===== src/hdl/pll_pkg.sv =====
// Package for the piecewise-linear lookup block: request and result payloads,
// register indexes, pipeline control bits and shared widths.
// No dependencies.
`default_nettype none

package pll_pkg;

	localparam int MAX_POINTS_DEF = 4;
	localparam int VALUE_BITS_DEF = 16;
	localparam int X_BITS = 16;
	localparam int ENTRY_BITS = 16;
	localparam int CFG_DATA_BITS = 64;
	localparam int CFG_INDEX_BITS = 2;
	localparam int COUNT_BITS = 3;
	localparam int DIV_STEPS = 2;

	typedef enum logic [CFG_INDEX_BITS-1:0] {
		REG_POINT_COUNT      = 2'd0,
		REG_BREAKPOINT_X     = 2'd1,
		REG_BREAKPOINT_ERROR = 2'd2
	} pll_reg_t;

	typedef enum logic [1:0] {
		MODE_NONE   = 2'd0,
		MODE_FIRST  = 2'd1,
		MODE_LAST   = 2'd2,
		MODE_INTERP = 2'd3
	} pll_mode_t;

	typedef struct packed {
		logic signed [X_BITS-1:0] x_value;
		logic                     x_missing;
	} pll_sample_t;

	typedef struct packed {
		logic [ENTRY_BITS-1:0] error_value;
		logic                  error_missing;
	} pll_result_t;

	typedef struct packed {
		logic missing;
		logic interp;
		logic neg;
	} pll_ctrl_t;

endpackage

`default_nettype wire


===== src/hdl/pll_config.sv =====
// Configuration registers of the lookup block and the decoded breakpoint table.
// Depends on pll_pkg.
`default_nettype none

module pll_config
	import pll_pkg::*;
#(
	parameter int MAX_POINTS = MAX_POINTS_DEF,
	parameter int VALUE_BITS = VALUE_BITS_DEF
) (
	input  wire logic                      clk,
	input  wire logic                      arst_n,
	input  wire logic                      cfg_we,
	input  wire logic [CFG_INDEX_BITS-1:0] cfg_index,
	input  wire logic [CFG_DATA_BITS-1:0]  cfg_data,
	output logic [COUNT_BITS-1:0]          point_num,
	output logic signed [X_BITS-1:0]       bp_x [MAX_POINTS],
	output logic [VALUE_BITS-1:0]          bp_err [MAX_POINTS]
);

	localparam int SHIFT = ENTRY_BITS - VALUE_BITS;

	logic [COUNT_BITS-1:0]    count_q;
	logic [CFG_DATA_BITS-1:0] x_q;
	logic [CFG_DATA_BITS-1:0] err_q;
	logic [ENTRY_BITS-1:0]    x_sh [MAX_POINTS];

	always_ff @(posedge clk or negedge arst_n) begin
		if (!arst_n) begin
			count_q <= COUNT_BITS'(2);
			x_q     <= '0;
			err_q   <= '0;
		end else if (cfg_we) begin
			unique case (cfg_index)
				REG_POINT_COUNT:      count_q <= cfg_data[COUNT_BITS-1:0];
				REG_BREAKPOINT_X:     x_q <= cfg_data;
				REG_BREAKPOINT_ERROR: err_q <= cfg_data;
				default: ;
			endcase
		end
	end

	always_comb begin
		if (count_q < COUNT_BITS'(2)) begin
			point_num = COUNT_BITS'(2);
		end else if (count_q > COUNT_BITS'(MAX_POINTS)) begin
			point_num = COUNT_BITS'(MAX_POINTS);
		end else begin
			point_num = count_q;
		end
	end

	for (genvar k = 0; k < MAX_POINTS; k++) begin : g_entry
		assign x_sh[k]   = x_q[k*ENTRY_BITS +: ENTRY_BITS] << SHIFT;
		assign bp_x[k]   = $signed(x_sh[k]) >>> SHIFT;
		assign bp_err[k] = err_q[k*ENTRY_BITS +: VALUE_BITS];
	end

endmodule

`default_nettype wire


===== src/hdl/pll_segment.sv =====
// Front pipeline of the lookup block: segment search, segment differences and
// the numerator product, in three register stages.
// Depends on pll_pkg.
`default_nettype none

module pll_segment
	import pll_pkg::*;
#(
	parameter int MAX_POINTS = MAX_POINTS_DEF,
	parameter int VALUE_BITS = VALUE_BITS_DEF
) (
	input  wire logic                             clk,
	input  wire logic                             arst_n,
	input  wire logic                             in_valid,
	output logic                                  in_ready,
	input  wire pll_sample_t                      sample,
	input  wire logic [COUNT_BITS-1:0]            point_num,
	input  wire logic signed [X_BITS-1:0]         bp_x [MAX_POINTS],
	input  wire logic [VALUE_BITS-1:0]            bp_err [MAX_POINTS],
	output logic                                  out_valid,
	input  wire logic                             out_ready,
	output pll_ctrl_t                             out_ctrl,
	output logic [X_BITS+VALUE_BITS-1:0]          out_prod,
	output logic [X_BITS-1:0]                     out_den,
	output logic [VALUE_BITS-1:0]                 out_base
);

	localparam int SEG_BITS  = (MAX_POINTS > 2) ? $clog2(MAX_POINTS) : 1;
	localparam int PROD_BITS = X_BITS + VALUE_BITS;

	logic en1, en2, en3;

	logic [SEG_BITS-1:0]      last_idx;
	logic signed [X_BITS-1:0] first_x, last_x;
	logic                     ascending, at_first, at_last, any_hit;
	logic [SEG_BITS-1:0]      hit_seg;
	pll_mode_t                mode;

	logic                     v_s1;
	logic signed [X_BITS-1:0] x_s1;
	logic                     miss_s1;
	pll_mode_t                mode_s1;
	logic [SEG_BITS-1:0]      seg_s1;

	logic [SEG_BITS-1:0]        lo_idx;
	logic signed [X_BITS-1:0]   x0, x1;
	logic [VALUE_BITS-1:0]      y0, y1;
	logic signed [X_BITS:0]     dx, den;
	logic signed [VALUE_BITS:0] dy;
	logic [VALUE_BITS-1:0]      base;
	pll_ctrl_t                  ctrl2;

	logic                  v_s2;
	pll_ctrl_t             ctrl_s2;
	logic [X_BITS-1:0]     dxm_s2;
	logic [X_BITS-1:0]     den_s2;
	logic [VALUE_BITS-1:0] dym_s2;
	logic [VALUE_BITS-1:0] base_s2;

	logic                  v_s3;
	pll_ctrl_t             ctrl_s3;
	logic [PROD_BITS-1:0]  prod_s3;
	logic [X_BITS-1:0]     den_s3;
	logic [VALUE_BITS-1:0] base_s3;

	assign en3      = !v_s3 || out_ready;
	assign en2      = !v_s2 || en3;
	assign en1      = !v_s1 || en2;
	assign in_ready = en1;

	// Stage 1: end clamps and the first segment that holds the sample.
	assign last_idx  = SEG_BITS'(point_num - COUNT_BITS'(1));
	assign first_x   = bp_x[0];
	assign last_x    = bp_x[last_idx];
	assign ascending = !(last_x < first_x);
	assign at_first  = ascending ? (sample.x_value <= first_x) : (sample.x_value >= first_x);
	assign at_last   = ascending ? (sample.x_value >= last_x) : (sample.x_value <= last_x);

	always_comb begin
		hit_seg = '0;
		any_hit = 1'b0;
		for (int k = MAX_POINTS - 1; k >= 1; k--) begin
			if (k < int'(point_num) && (ascending ?
					(sample.x_value > bp_x[k-1] && sample.x_value <= bp_x[k]) :
					(sample.x_value < bp_x[k-1] && sample.x_value >= bp_x[k]))) begin
				hit_seg = SEG_BITS'(k);
				any_hit = 1'b1;
			end
		end
	end

	always_comb begin
		if (at_first) begin
			mode = MODE_FIRST;
		end else if (at_last) begin
			mode = MODE_LAST;
		end else if (any_hit) begin
			mode = MODE_INTERP;
		end else begin
			mode = MODE_NONE;
		end
	end

	// Stage 2: segment end points, differences and their magnitudes.
	assign lo_idx = seg_s1 - SEG_BITS'(1);
	assign x0     = bp_x[lo_idx];
	assign x1     = bp_x[seg_s1];
	assign y0     = bp_err[lo_idx];
	assign y1     = bp_err[seg_s1];
	assign dx     = $signed({x_s1[X_BITS-1], x_s1}) - $signed({x0[X_BITS-1], x0});
	assign den    = $signed({x1[X_BITS-1], x1}) - $signed({x0[X_BITS-1], x0});
	assign dy     = $signed({1'b0, y1}) - $signed({1'b0, y0});

	always_comb begin
		case (mode_s1)
			MODE_FIRST:  base = bp_err[0];
			MODE_LAST:   base = bp_err[last_idx];
			MODE_INTERP: base = y0;
			default:     base = '0;
		endcase
	end

	assign ctrl2.missing = miss_s1;
	assign ctrl2.interp  = (mode_s1 == MODE_INTERP);
	assign ctrl2.neg     = dy[VALUE_BITS];

	always_ff @(posedge clk or negedge arst_n) begin
		if (!arst_n) begin
			v_s1 <= 1'b0;
			v_s2 <= 1'b0;
			v_s3 <= 1'b0;
		end else begin
			if (en1) begin
				v_s1 <= in_valid;
			end
			if (en2) begin
				v_s2 <= v_s1;
			end
			if (en3) begin
				v_s3 <= v_s2;
			end
		end
	end

	always_ff @(posedge clk) begin
		if (en1) begin
			x_s1    <= sample.x_value;
			miss_s1 <= sample.x_missing;
			mode_s1 <= mode;
			seg_s1  <= hit_seg;
		end
		if (en2) begin
			ctrl_s2 <= ctrl2;
			dxm_s2  <= dx[X_BITS] ? X_BITS'(-dx) : X_BITS'(dx);
			den_s2  <= den[X_BITS] ? X_BITS'(-den) : X_BITS'(den);
			dym_s2  <= dy[VALUE_BITS] ? VALUE_BITS'(-dy) : VALUE_BITS'(dy);
			base_s2 <= base;
		end
		if (en3) begin
			ctrl_s3 <= ctrl_s2;
			prod_s3 <= PROD_BITS'(dxm_s2) * PROD_BITS'(dym_s2);
			den_s3  <= den_s2;
			base_s3 <= base_s2;
		end
	end

	assign out_valid = v_s3;
	assign out_ctrl  = ctrl_s3;
	assign out_prod  = prod_s3;
	assign out_den   = den_s3;
	assign out_base  = base_s3;

`ifndef ASSERT_OFF
	a_interp_segment: assert property (@(posedge clk) disable iff (!arst_n)
		v_s1 && mode_s1 == MODE_INTERP |-> seg_s1 != '0)
		else $error("Interpolating request selected segment zero.");
`endif

endmodule

`default_nettype wire


===== src/hdl/pll_divider.sv =====
// Pipelined restoring divider of the lookup block: the product magnitude over
// the segment width, two quotient bits per register stage.
// Depends on pll_pkg.
`default_nettype none

module pll_divider
	import pll_pkg::*;
#(
	parameter int VALUE_BITS = VALUE_BITS_DEF
) (
	input  wire logic                         clk,
	input  wire logic                         arst_n,
	input  wire logic                         in_valid,
	output logic                              in_ready,
	input  wire pll_ctrl_t                    in_ctrl,
	input  wire logic [X_BITS+VALUE_BITS-1:0] in_prod,
	input  wire logic [X_BITS-1:0]            in_den,
	input  wire logic [VALUE_BITS-1:0]        in_base,
	output logic                              out_valid,
	input  wire logic                         out_ready,
	output pll_ctrl_t                         out_ctrl,
	output logic [VALUE_BITS-1:0]             out_quo,
	output logic [VALUE_BITS-1:0]             out_base
);

	localparam int ZW         = X_BITS + VALUE_BITS;
	localparam int DIV_STAGES = (VALUE_BITS + DIV_STEPS - 1) / DIV_STEPS;

	logic [DIV_STAGES-1:0] v_s;
	logic [DIV_STAGES-1:0] en;
	logic [ZW-1:0]         z_s    [DIV_STAGES];
	logic [X_BITS-1:0]     den_s  [DIV_STAGES];
	logic [VALUE_BITS-1:0] base_s [DIV_STAGES];
	pll_ctrl_t             ctrl_s [DIV_STAGES];
	logic [ZW-1:0]         z_next [DIV_STAGES];

	always_comb begin
		en[DIV_STAGES-1] = !v_s[DIV_STAGES-1] || out_ready;
		for (int s = DIV_STAGES - 2; s >= 0; s--) begin
			en[s] = !v_s[s] || en[s+1];
		end
	end

	assign in_ready = en[0];

	// The remainder sits in the upper bits of the working word and quotient
	// bits shift in at the bottom.
	always_comb begin
		logic [ZW-1:0]     z_w;
		logic [X_BITS-1:0] d_w;
		logic [X_BITS:0]   tr;
		logic              qbit;
		for (int s = 0; s < DIV_STAGES; s++) begin
			if (s == 0) begin
				z_w = in_prod;
				d_w = in_den;
			end else begin
				z_w = z_s[s-1];
				d_w = den_s[s-1];
			end
			for (int j = 0; j < DIV_STEPS; j++) begin
				tr   = {z_w[ZW-1:VALUE_BITS], z_w[VALUE_BITS-1]};
				qbit = (tr >= {1'b0, d_w});
				if (qbit) begin
					tr = tr - {1'b0, d_w};
				end
				if (s * DIV_STEPS + j < VALUE_BITS) begin
					z_w = {tr[X_BITS-1:0], z_w[VALUE_BITS-2:0], qbit};
				end
			end
			z_next[s] = z_w;
		end
	end

	always_ff @(posedge clk or negedge arst_n) begin
		if (!arst_n) begin
			v_s <= '0;
		end else begin
			for (int s = 0; s < DIV_STAGES; s++) begin
				if (en[s]) begin
					v_s[s] <= (s == 0) ? in_valid : v_s[s-1];
				end
			end
		end
	end

	always_ff @(posedge clk) begin
		for (int s = 0; s < DIV_STAGES; s++) begin
			if (en[s]) begin
				z_s[s] <= z_next[s];
				if (s == 0) begin
					den_s[s]  <= in_den;
					base_s[s] <= in_base;
					ctrl_s[s] <= in_ctrl;
				end else begin
					den_s[s]  <= den_s[s-1];
					base_s[s] <= base_s[s-1];
					ctrl_s[s] <= ctrl_s[s-1];
				end
			end
		end
	end

	assign out_valid = v_s[DIV_STAGES-1];
	assign out_ctrl  = ctrl_s[DIV_STAGES-1];
	assign out_quo   = z_s[DIV_STAGES-1][VALUE_BITS-1:0];
	assign out_base  = base_s[DIV_STAGES-1];

`ifndef ASSERT_OFF
	a_chain_ready: assert property (@(posedge clk) disable iff (!arst_n)
		out_ready |-> in_ready)
		else $error("Divider stalled its input while its output side was ready.");
`endif

endmodule

`default_nettype wire


===== src/hdl/piecewise_linear_lookup.sv =====
// Piecewise-linear error lookup: a streaming evaluator of a 2 to 4 point table.
// Top level; depends on pll_pkg, pll_config, pll_segment and pll_divider.
//
// Use: samples enter on the sample channel (valid/ready); each sample gives
// exactly one result on the result channel, in order. The table must be loaded
// by the user through the write port (cfg_we, cfg_index, cfg_data) while no
// request is in flight; the block itself does not enforce this. Index 0 is the
// point count, 1 packed breakpoint x values, 2 packed error values. A sample at
// or beyond an end of the table returns that end's error; inside, the segment
// is interpolated with the quotient truncated toward zero. A missing sample
// returns a missing result with value zero. The pipeline holds 3 front stages
// (segment search, differences, product), then ceil(VALUE_BITS / 2) divider
// stages, then the output register. The divider's two quotient bits per stage
// set that depth. Throughput is one request per cycle while the receiver takes
// results, since every stage is a register that takes a new request each
// cycle. Each stage moves when its successor has room, so a stalled receiver
// holds the result register and bubbles upstream still close up. Reset empties
// the pipeline and loads a two-point table of zeros.
`default_nettype none

module piecewise_linear_lookup
	import pll_pkg::*;
#(
	parameter int MAX_POINTS = MAX_POINTS_DEF,
	parameter int VALUE_BITS = VALUE_BITS_DEF
) (
	input  wire logic                      clk,
	input  wire logic                      arst_n,
	input  wire logic                      cfg_we,
	input  wire logic [CFG_INDEX_BITS-1:0] cfg_index,
	input  wire logic [CFG_DATA_BITS-1:0]  cfg_data,
	input  wire logic                      sample_valid,
	output logic                           sample_ready,
	input  wire pll_sample_t               sample,
	output logic                           result_valid,
	input  wire logic                      result_ready,
	output pll_result_t                    result
);

	logic [COUNT_BITS-1:0]    point_num;
	logic signed [X_BITS-1:0] bp_x [MAX_POINTS];
	logic [VALUE_BITS-1:0]    bp_err [MAX_POINTS];

	logic                         f_valid, f_ready;
	pll_ctrl_t                    f_ctrl;
	logic [X_BITS+VALUE_BITS-1:0] f_prod;
	logic [X_BITS-1:0]            f_den;
	logic [VALUE_BITS-1:0]        f_base;

	logic                  d_valid, d_ready;
	pll_ctrl_t             d_ctrl;
	logic [VALUE_BITS-1:0] d_quo;
	logic [VALUE_BITS-1:0] d_base;

	logic                  out_en;
	logic [VALUE_BITS-1:0] q;
	logic [VALUE_BITS-1:0] sum;
	logic                  result_valid_q;
	pll_result_t           result_q;

	pll_config #(
		.MAX_POINTS(MAX_POINTS),
		.VALUE_BITS(VALUE_BITS)
	) u_config (
		.clk      (clk),
		.arst_n   (arst_n),
		.cfg_we   (cfg_we),
		.cfg_index(cfg_index),
		.cfg_data (cfg_data),
		.point_num(point_num),
		.bp_x     (bp_x),
		.bp_err   (bp_err)
	);

	pll_segment #(
		.MAX_POINTS(MAX_POINTS),
		.VALUE_BITS(VALUE_BITS)
	) u_segment (
		.clk      (clk),
		.arst_n   (arst_n),
		.in_valid (sample_valid),
		.in_ready (sample_ready),
		.sample   (sample),
		.point_num(point_num),
		.bp_x     (bp_x),
		.bp_err   (bp_err),
		.out_valid(f_valid),
		.out_ready(f_ready),
		.out_ctrl (f_ctrl),
		.out_prod (f_prod),
		.out_den  (f_den),
		.out_base (f_base)
	);

	pll_divider #(
		.VALUE_BITS(VALUE_BITS)
	) u_divider (
		.clk      (clk),
		.arst_n   (arst_n),
		.in_valid (f_valid),
		.in_ready (f_ready),
		.in_ctrl  (f_ctrl),
		.in_prod  (f_prod),
		.in_den   (f_den),
		.in_base  (f_base),
		.out_valid(d_valid),
		.out_ready(d_ready),
		.out_ctrl (d_ctrl),
		.out_quo  (d_quo),
		.out_base (d_base)
	);

	assign out_en  = !result_valid_q || result_ready;
	assign d_ready = out_en;

	// The quotient never exceeds the segment's error step, so the sum stays
	// between the two end values.
	assign q   = d_ctrl.interp ? d_quo : '0;
	assign sum = d_ctrl.neg ? (d_base - q) : (d_base + q);

	always_ff @(posedge clk or negedge arst_n) begin
		if (!arst_n) begin
			result_valid_q <= 1'b0;
		end else if (out_en) begin
			result_valid_q <= d_valid;
		end
	end

	always_ff @(posedge clk) begin
		if (out_en) begin
			result_q.error_missing <= d_ctrl.missing;
			result_q.error_value   <= d_ctrl.missing ? '0 : ENTRY_BITS'(sum);
		end
	end

	assign result_valid = result_valid_q;
	assign result       = result_q;

`ifndef ASSERT_OFF
	a_empty_ready: assert property (@(posedge clk) disable iff (!arst_n)
		!result_valid |-> sample_ready)
		else $error("Sample channel stalled with an empty result register.");
`endif

endmodule

`default_nettype wire


===== config.mk =====
export PLATFORM = sky130hd
export DESIGN_NAME = piecewise_linear_lookup
export DESIGN_NICKNAME = d
export VERILOG_FILES = /design/src/hdl/pll_pkg.sv /design/src/hdl/pll_config.sv /design/src/hdl/pll_segment.sv /design/src/hdl/pll_divider.sv /design/src/hdl/piecewise_linear_lookup.sv
export SDC_FILE = /design/constraint.sdc
export NUM_CORES = 2
export LEC_CHECK = 0
export BUFFER_PORTS_ARGS = -buffer_cell sky130_fd_sc_hd__buf_2
export CAP_MARGIN = 20
export CORE_MARGIN = 2
export CORE_UTILIZATION = 53
export DETAILED_ROUTE_END_ITERATION = 16
export PLACE_DENSITY_LB_ADDON = 0.15
export SYNTH_ARGS = -nofsm -noshare
export SYNTH_HDL_FRONTEND = slang
export SYNTH_SLANG_ARGS = --single-unit

===== constraint.sdc =====
create_clock -name clk -period 27.5 [get_ports clk]
set_clock_uncertainty 0.1 [all_clocks]
set_input_delay 5.5 -clock clk [delete_from_list [all_inputs] [get_ports clk]]
set_output_delay 5.5 -clock clk [all_outputs]
set_load 0.02 [all_outputs]

---- Yosys cells after proc, flatten, opt, wreduce, memory -nomap -nowiden ----
Memory sizes are Yosys's and may differ from the RTL's.
Index checks and enable logic that the tools add are counted.
operators by class
  add/sub/neg operators ................... 26
  multipliers ............................. 1
  $lt $le $gt $ge ......................... 41
  equality and inequality tests ........... 5
  multiplexer cells ....................... 70
  bitwise logic cells ..................... 3
  reductions and logical operators ........ 37
operators with widths
  cell                number
  $mux 16             33
  $ge 17x16->1        16
  $sub 16x16->16      17
  $bmux 16 s2         6
  $ge 16x16->1        5
  $le 16x16->1        5
  $lt 16x16->1        4
  $sub 16x16->17      3
  $gt 16x16->1        3
  $neg 16->16         3
  $pmux 16 s3         1
  $mul 16x16->32      1
  $mux 1              24
  $add 16x16->16      1
  $logic_not 1->1     12
  $logic_or 1x1->1    12
  $ge 3x3->1 const B  3
  $logic_and 1x1->1   9
  $not 2->3           3
  $mux 2              4
  $eq 2x2->1 const B  3
  $lt 2x3->1 const A  2
  $mux 3              2
  $reduce_and 2->1    3
  6 further kinds     8
storage, ports and cells
  register bits ........................... 315
  memory bits (writable) .................. 536
  input port bits ......................... 88
  output and inout bits ................... 19
  word-level logic and storage cells ...... 221
  memories kept ........................... 4
memories
  name              words  bits a word  rd ports  clocked after Yosys merged registers in  wr ports  RTL line           RTL
  u_divider.z_s     8      32           8         0                                        8         pll_divider.sv:31  logic [ZW-1:0] z_s [DIV_STAGES];
  u_divider.base_s  8      16           8         0                                        8         pll_divider.sv:33  logic [VALUE_BITS-1:0] base_s [DIV_STAGES];
  u_divider.den_s   8      16           7         0                                        8         pll_divider.sv:32  logic [X_BITS-1:0] den_s [DIV_STAGES];
  u_divider.ctrl_s  8      3            8         0                                        8         pll_divider.sv:34  pll_ctrl_t ctrl_s [DIV_STAGES];

---- Logic depth before layout (Yosys ltp) ----
  depth in word-level cells ............... 16
  depth in mapped cells ................... 24
  gate-level depth less buffers ........... 23

---- By module ----
Synthesis repeated with hierarchy kept, for this count alone.
second synthesis, totals
  cell total of the unflattened synthesis .. 5,146
  area, all modules ....................... 58,548.7 µm²
by module, submodules not included
  module                   times used  cells an instance  area each (µm²)  seq. area each (µm²)
  pll_divider              1           2,442              29,543.3         15,334.7
  pll_segment              1           2,209              21,722.1         4,729.5
  pll_config               1           282                5,504.0          3,279.4
  piecewise_linear_lookup  1           213                1,779.2          535.5

---- Least setup slack after synthesis ----
OpenSTA, ideal clock, no wires.
  path kind ............................... input port to output port
  start ................................... input port result_ready
  end ..................................... output port sample_ready
  data arrival time ....................... 11,861 ps
  data required time ...................... 21,900 ps
  path slack .............................. 10,039 ps
  cell stages on the path ................. 8
  buffers on the path ..................... 0
  path through ............................ nor2b_1 > nand2_1 > nor2_1 > nand3_1 > nor2_1 > nand3_1 > inv_1 > nand3_1
between the ends
  cells in the longest elaborated chain, start to end .. 12
ends and longest elaborated chain
  what                            RTL line                        RTL
  start, declared                 piecewise_linear_lookup.sv:36   input wire logic result_ready,
  $logic_or 1x1->1                piecewise_linear_lookup.sv:113  assign out_en = !result_valid_q || result_ready;
  $logic_or 1x1->1                pll_divider.sv:38               en[DIV_STAGES-1] = !v_s[DIV_STAGES-1] || out_ready;
  via u_divider.en[7]             pll_divider.sv:30               logic [DIV_STAGES-1:0] en;
  $logic_or 1x1->1 (5 in series)  pll_divider.sv:40               en[s] = !v_s[s] || en[s+1];
  via u_divider.en[2]             pll_divider.sv:30
  $logic_or 1x1->1 (2 in series)  pll_divider.sv:40
  $logic_or 1x1->1                pll_segment.sv:66               assign en3 = !v_s3 || out_ready;
  via u_segment.en3               pll_segment.sv:31               logic en1, en2, en3;
  $logic_or 1x1->1                pll_segment.sv:67               assign en2 = !v_s2 || en3;
  $logic_or 1x1->1                pll_segment.sv:68               assign en1 = !v_s1 || en2;
  end, declared                   piecewise_linear_lookup.sv:33   output logic sample_ready,
The timed path passes the listed nets, and every way through them passes these cells.

---- Worst setup path in the final report ----
Ends and elaborated chain as after synthesis.

==> impl_results.md <==
* Core Footprint at 107400 um2
* Sequential element share of the synthesized area at 0.4152
* DIE WIDTH at 333.4 um
* Register clock-pin slew on the reported worst setup and hold paths at 0.06 ns
* Relative slew slack at 0.3141
* CTS root buf: clkbuf_16
* Setup bufs post-CTS at 0
* Cell area after synthesis at 57510 um2
* Worst-Skew Late Latency at 0.69 ns
* Worst path cell trace: buf_2, nor2b_1, nand2_1, buf_4, nor2_1, nand3_4, nor2_1, nand3_4, inv_1, nand3_1, buf_4, buf_2
* Synth top cells by count: edfxtp_1, inv_1, ha_1
* Post-route DRC violation count at 0
* Avg Cell Area, Syn at 11.20 um2
* Antenna cell count at 0
* RSZ-0062 raised after global routing: no
* Post-DP HPWL at 102600 um
* Max-cap viol count at 0
* Top cell type's share of synthesized area at 0.3529
* Final Wtd Congestion at 0.9234
* # resized after CTS at 0
* Count of final hold-check violations at 0
* Synth Instances at 5137
* Die ar. at 111200 um2
* Kind of cell adding the most delay to the critical path: simple AND/OR/NAND/NOR gates
* DR iter-0 viols at 2313
* CTS tree: done
* Critical path endpoint category: primary output
* Most frequent cell after synthesis: edfxtp_1
* Nets at 6076
* Buffers & Inverters on Critical Path at 5
* Required time worst endpoint at 21.90 ns
* Hold Crit Class: flip-flop to flip-flop
* Via/cell ratio at 5.746
* Prevailing post-synth register cell: edfxtp_1
* Yosys cell types at 89
* Vias at 38660
* Cts bufs inserted at 88
* Count of flip-flops with a built-in enable after synthesis at 676
* Gr usage total at 0.2406
* Min cycle time layout at 13.92 ns
* Type of origin of the critical path: input port
* Final wirelength at 132800 um
* Crit path kind: input port to primary output
* Placed instance count at 6565
* First drt pass iteration count at 7
* H-tree depth at 3
* CTS Hold Bufs at 0
* Max-slew violations at 0
* GRT overflow at 0
* Setup WS post-layout at 13.58 ns
* Initial antenna violation count at 1
* Biggest area consumer among synthesized cells: edfxtp_1
* # clock sinks at 819
* # rows at 120
* Count of final setup violators at 0
* Antenna-violating nets left at 0
* Port Buffer Count at 106
* Slowest cell on crit path: nor2_1
* Mapped Nets at 5960
* Critical Path Fanout Max at 37
* IO Pins at 107
* Wire length per cell at 19.74 um
* Fmax at 0.07186 GHz
* Layout cell share with drive strength beyond 1 at 0.1337
* Final Non-Filler Cells at 6729
* Final period utilization at 0.5061
* Most area-consuming cells after synthesis: edfxtp_1, ha_1, fa_1, dfrtp_1, mux2_2
* Die height at 333.4 um
* Slew @ Worst Pin at 1.029 ns
* TNS Setup at 0 ns
* Status: completed
* Ys Warns at 0
* Max Root-Sink Buffers at 3
* Max stage delay on crit path at 0.42 ns
* Post-synth ARST share at 0.1746
* Pre-CTS setup slack at 13.54 ns
* Worst R2R Setup Slack at 19.69 ns
* #FFs+latches synth at 819
* Synth-to-Final Area Change at 8.976%
* Starting density of the core at 0.5357
* Critical Path AT at 8.32 ns
* Vias in the first global route at 38940
* Largest net degree at the start of global routing at 83
* Filler cells at 8912
* Global-route wire length before repair at 211300 um
==> sequential cells by signal, summed over array words and instances, names as in the netlist, 17 cells and up <==
| signal | flops |
|---|---|
| u_config.err_q | 64 |
| u_segment.out_prod | 32 |
| u_divider.ctrl_s | 24 |
| u_divider.base_s | 128 |
| u_divider.z_s | 240 |
| u_config.x_q | 64 |
| u_divider.den_s | 112 |
| result | 17 |
==> per-stage QoR <==
step                hold slack [ns]    util  instance area [um2]
floorplan                    0.3003       -                57510
global placement             0.3005  0.5559                59670
detailed placement           0.3045  0.5559                59670
CTS                          0.2606  0.5838                62670
global route                 0.2759  0.5838                62680
finish                       0.2608  0.5838                62680
==> layout by cell type, fill, tap and decap left out, types with 90 or more instances in the layout <==
master and count:
a21o_1 107, a21oi_1 276, and2_1 131, buf_2 105
clkbuf_16 90, dfrtp_1 141, edfxtp_1 676, fa_1 213
ha_1 522, inv_1 596, mux2_2 315, nand2_1 350
nor2_1 240, o21ai_0 150, xnor2_1 187, xor2_1 94
==> path summary, 6_finish.rpt <==
kind,start,endpoint,cells past startpoint
max,result_ready,sample_ready,12
min reg2reg,u_segment.out_prod[9]$_DFFE_PP_,u_divider.z_s[0][11]$_DFFE_PP_,0
min in group asynchronous,arst_n,u_divider.v_s[5]$_DFFE_PN0P_,1
max in group asynchronous,arst_n,u_config.err_q[32]$_DFFE_PN0P_,2
min,u_segment.out_prod[9]$_DFFE_PP_,u_divider.z_s[0][11]$_DFFE_PP_,0
max reg2reg,u_segment.dym_s2[6]$_DFFE_PP_,u_segment.out_prod[31]$_DFFE_PP_,21
==> cells by family after synthesis <==
kind of cell / share of synthesized area
adder cells (fa/ha/maj): 0.1877
AO/OA/AOI/OAI: 0.1100
AND/OR/NAND/NOR: 0.1012
multiplexers: 0.09455
XOR/XNOR: 0.04357
buffers and inverters: 0.04777
flip-flops: 0.4152
==> final cells by class <==
class                   count  area (um2)  share of cell area
clock inverters            45       586.8            0.009363
inverters                 599        2248             0.03587
well taps                1403        1755             0.02801
flip-flops and latches    819       23880              0.3810
clock buffers             118        2407             0.03841
repair buffers            148       852.1             0.01359
multi-input cells        3597       30950              0.4937
==> metal layers <==
| layer | track usage | part of all wire | up-vias |
|---|---|---|---|
| li1 | - | - | 18690 |
| met2 | 0.4109 | 0.49 | 820 |
| met5 | 0 | 0 | - |
| met3 | 0.03268 | 0.041 | 257 |
| met4 | 0.09599 | 0.041 | 0 |
| met1 | 0.3098 | 0.43 | 18900 |
==> worst register-to-register path: stages (launching register included) <==
cell       delay, ns
edfxtp_1        0.74
and2_1          0.38
fa_1            0.53
inv_1           0.05
fa_1            0.49
fa_1            0.52
inv_1           0.05
ha_1            0.32
fa_1            0.53
inv_1           0.05
fa_1            0.53
inv_1           0.05
ha_1            0.36
a21o_1          0.20
a2111oi_0       0.72
o211ai_1        0.35
a21oi_1         0.30
nor3_1          0.11
o31ai_1         0.52
a21oi_1         0.22
nor4_1          0.25
a211oi_1        0.12
Power is left out: the tool's default activity adds up to more than one toggle a clock period on the data nets, which glitch-free logic cannot reach.
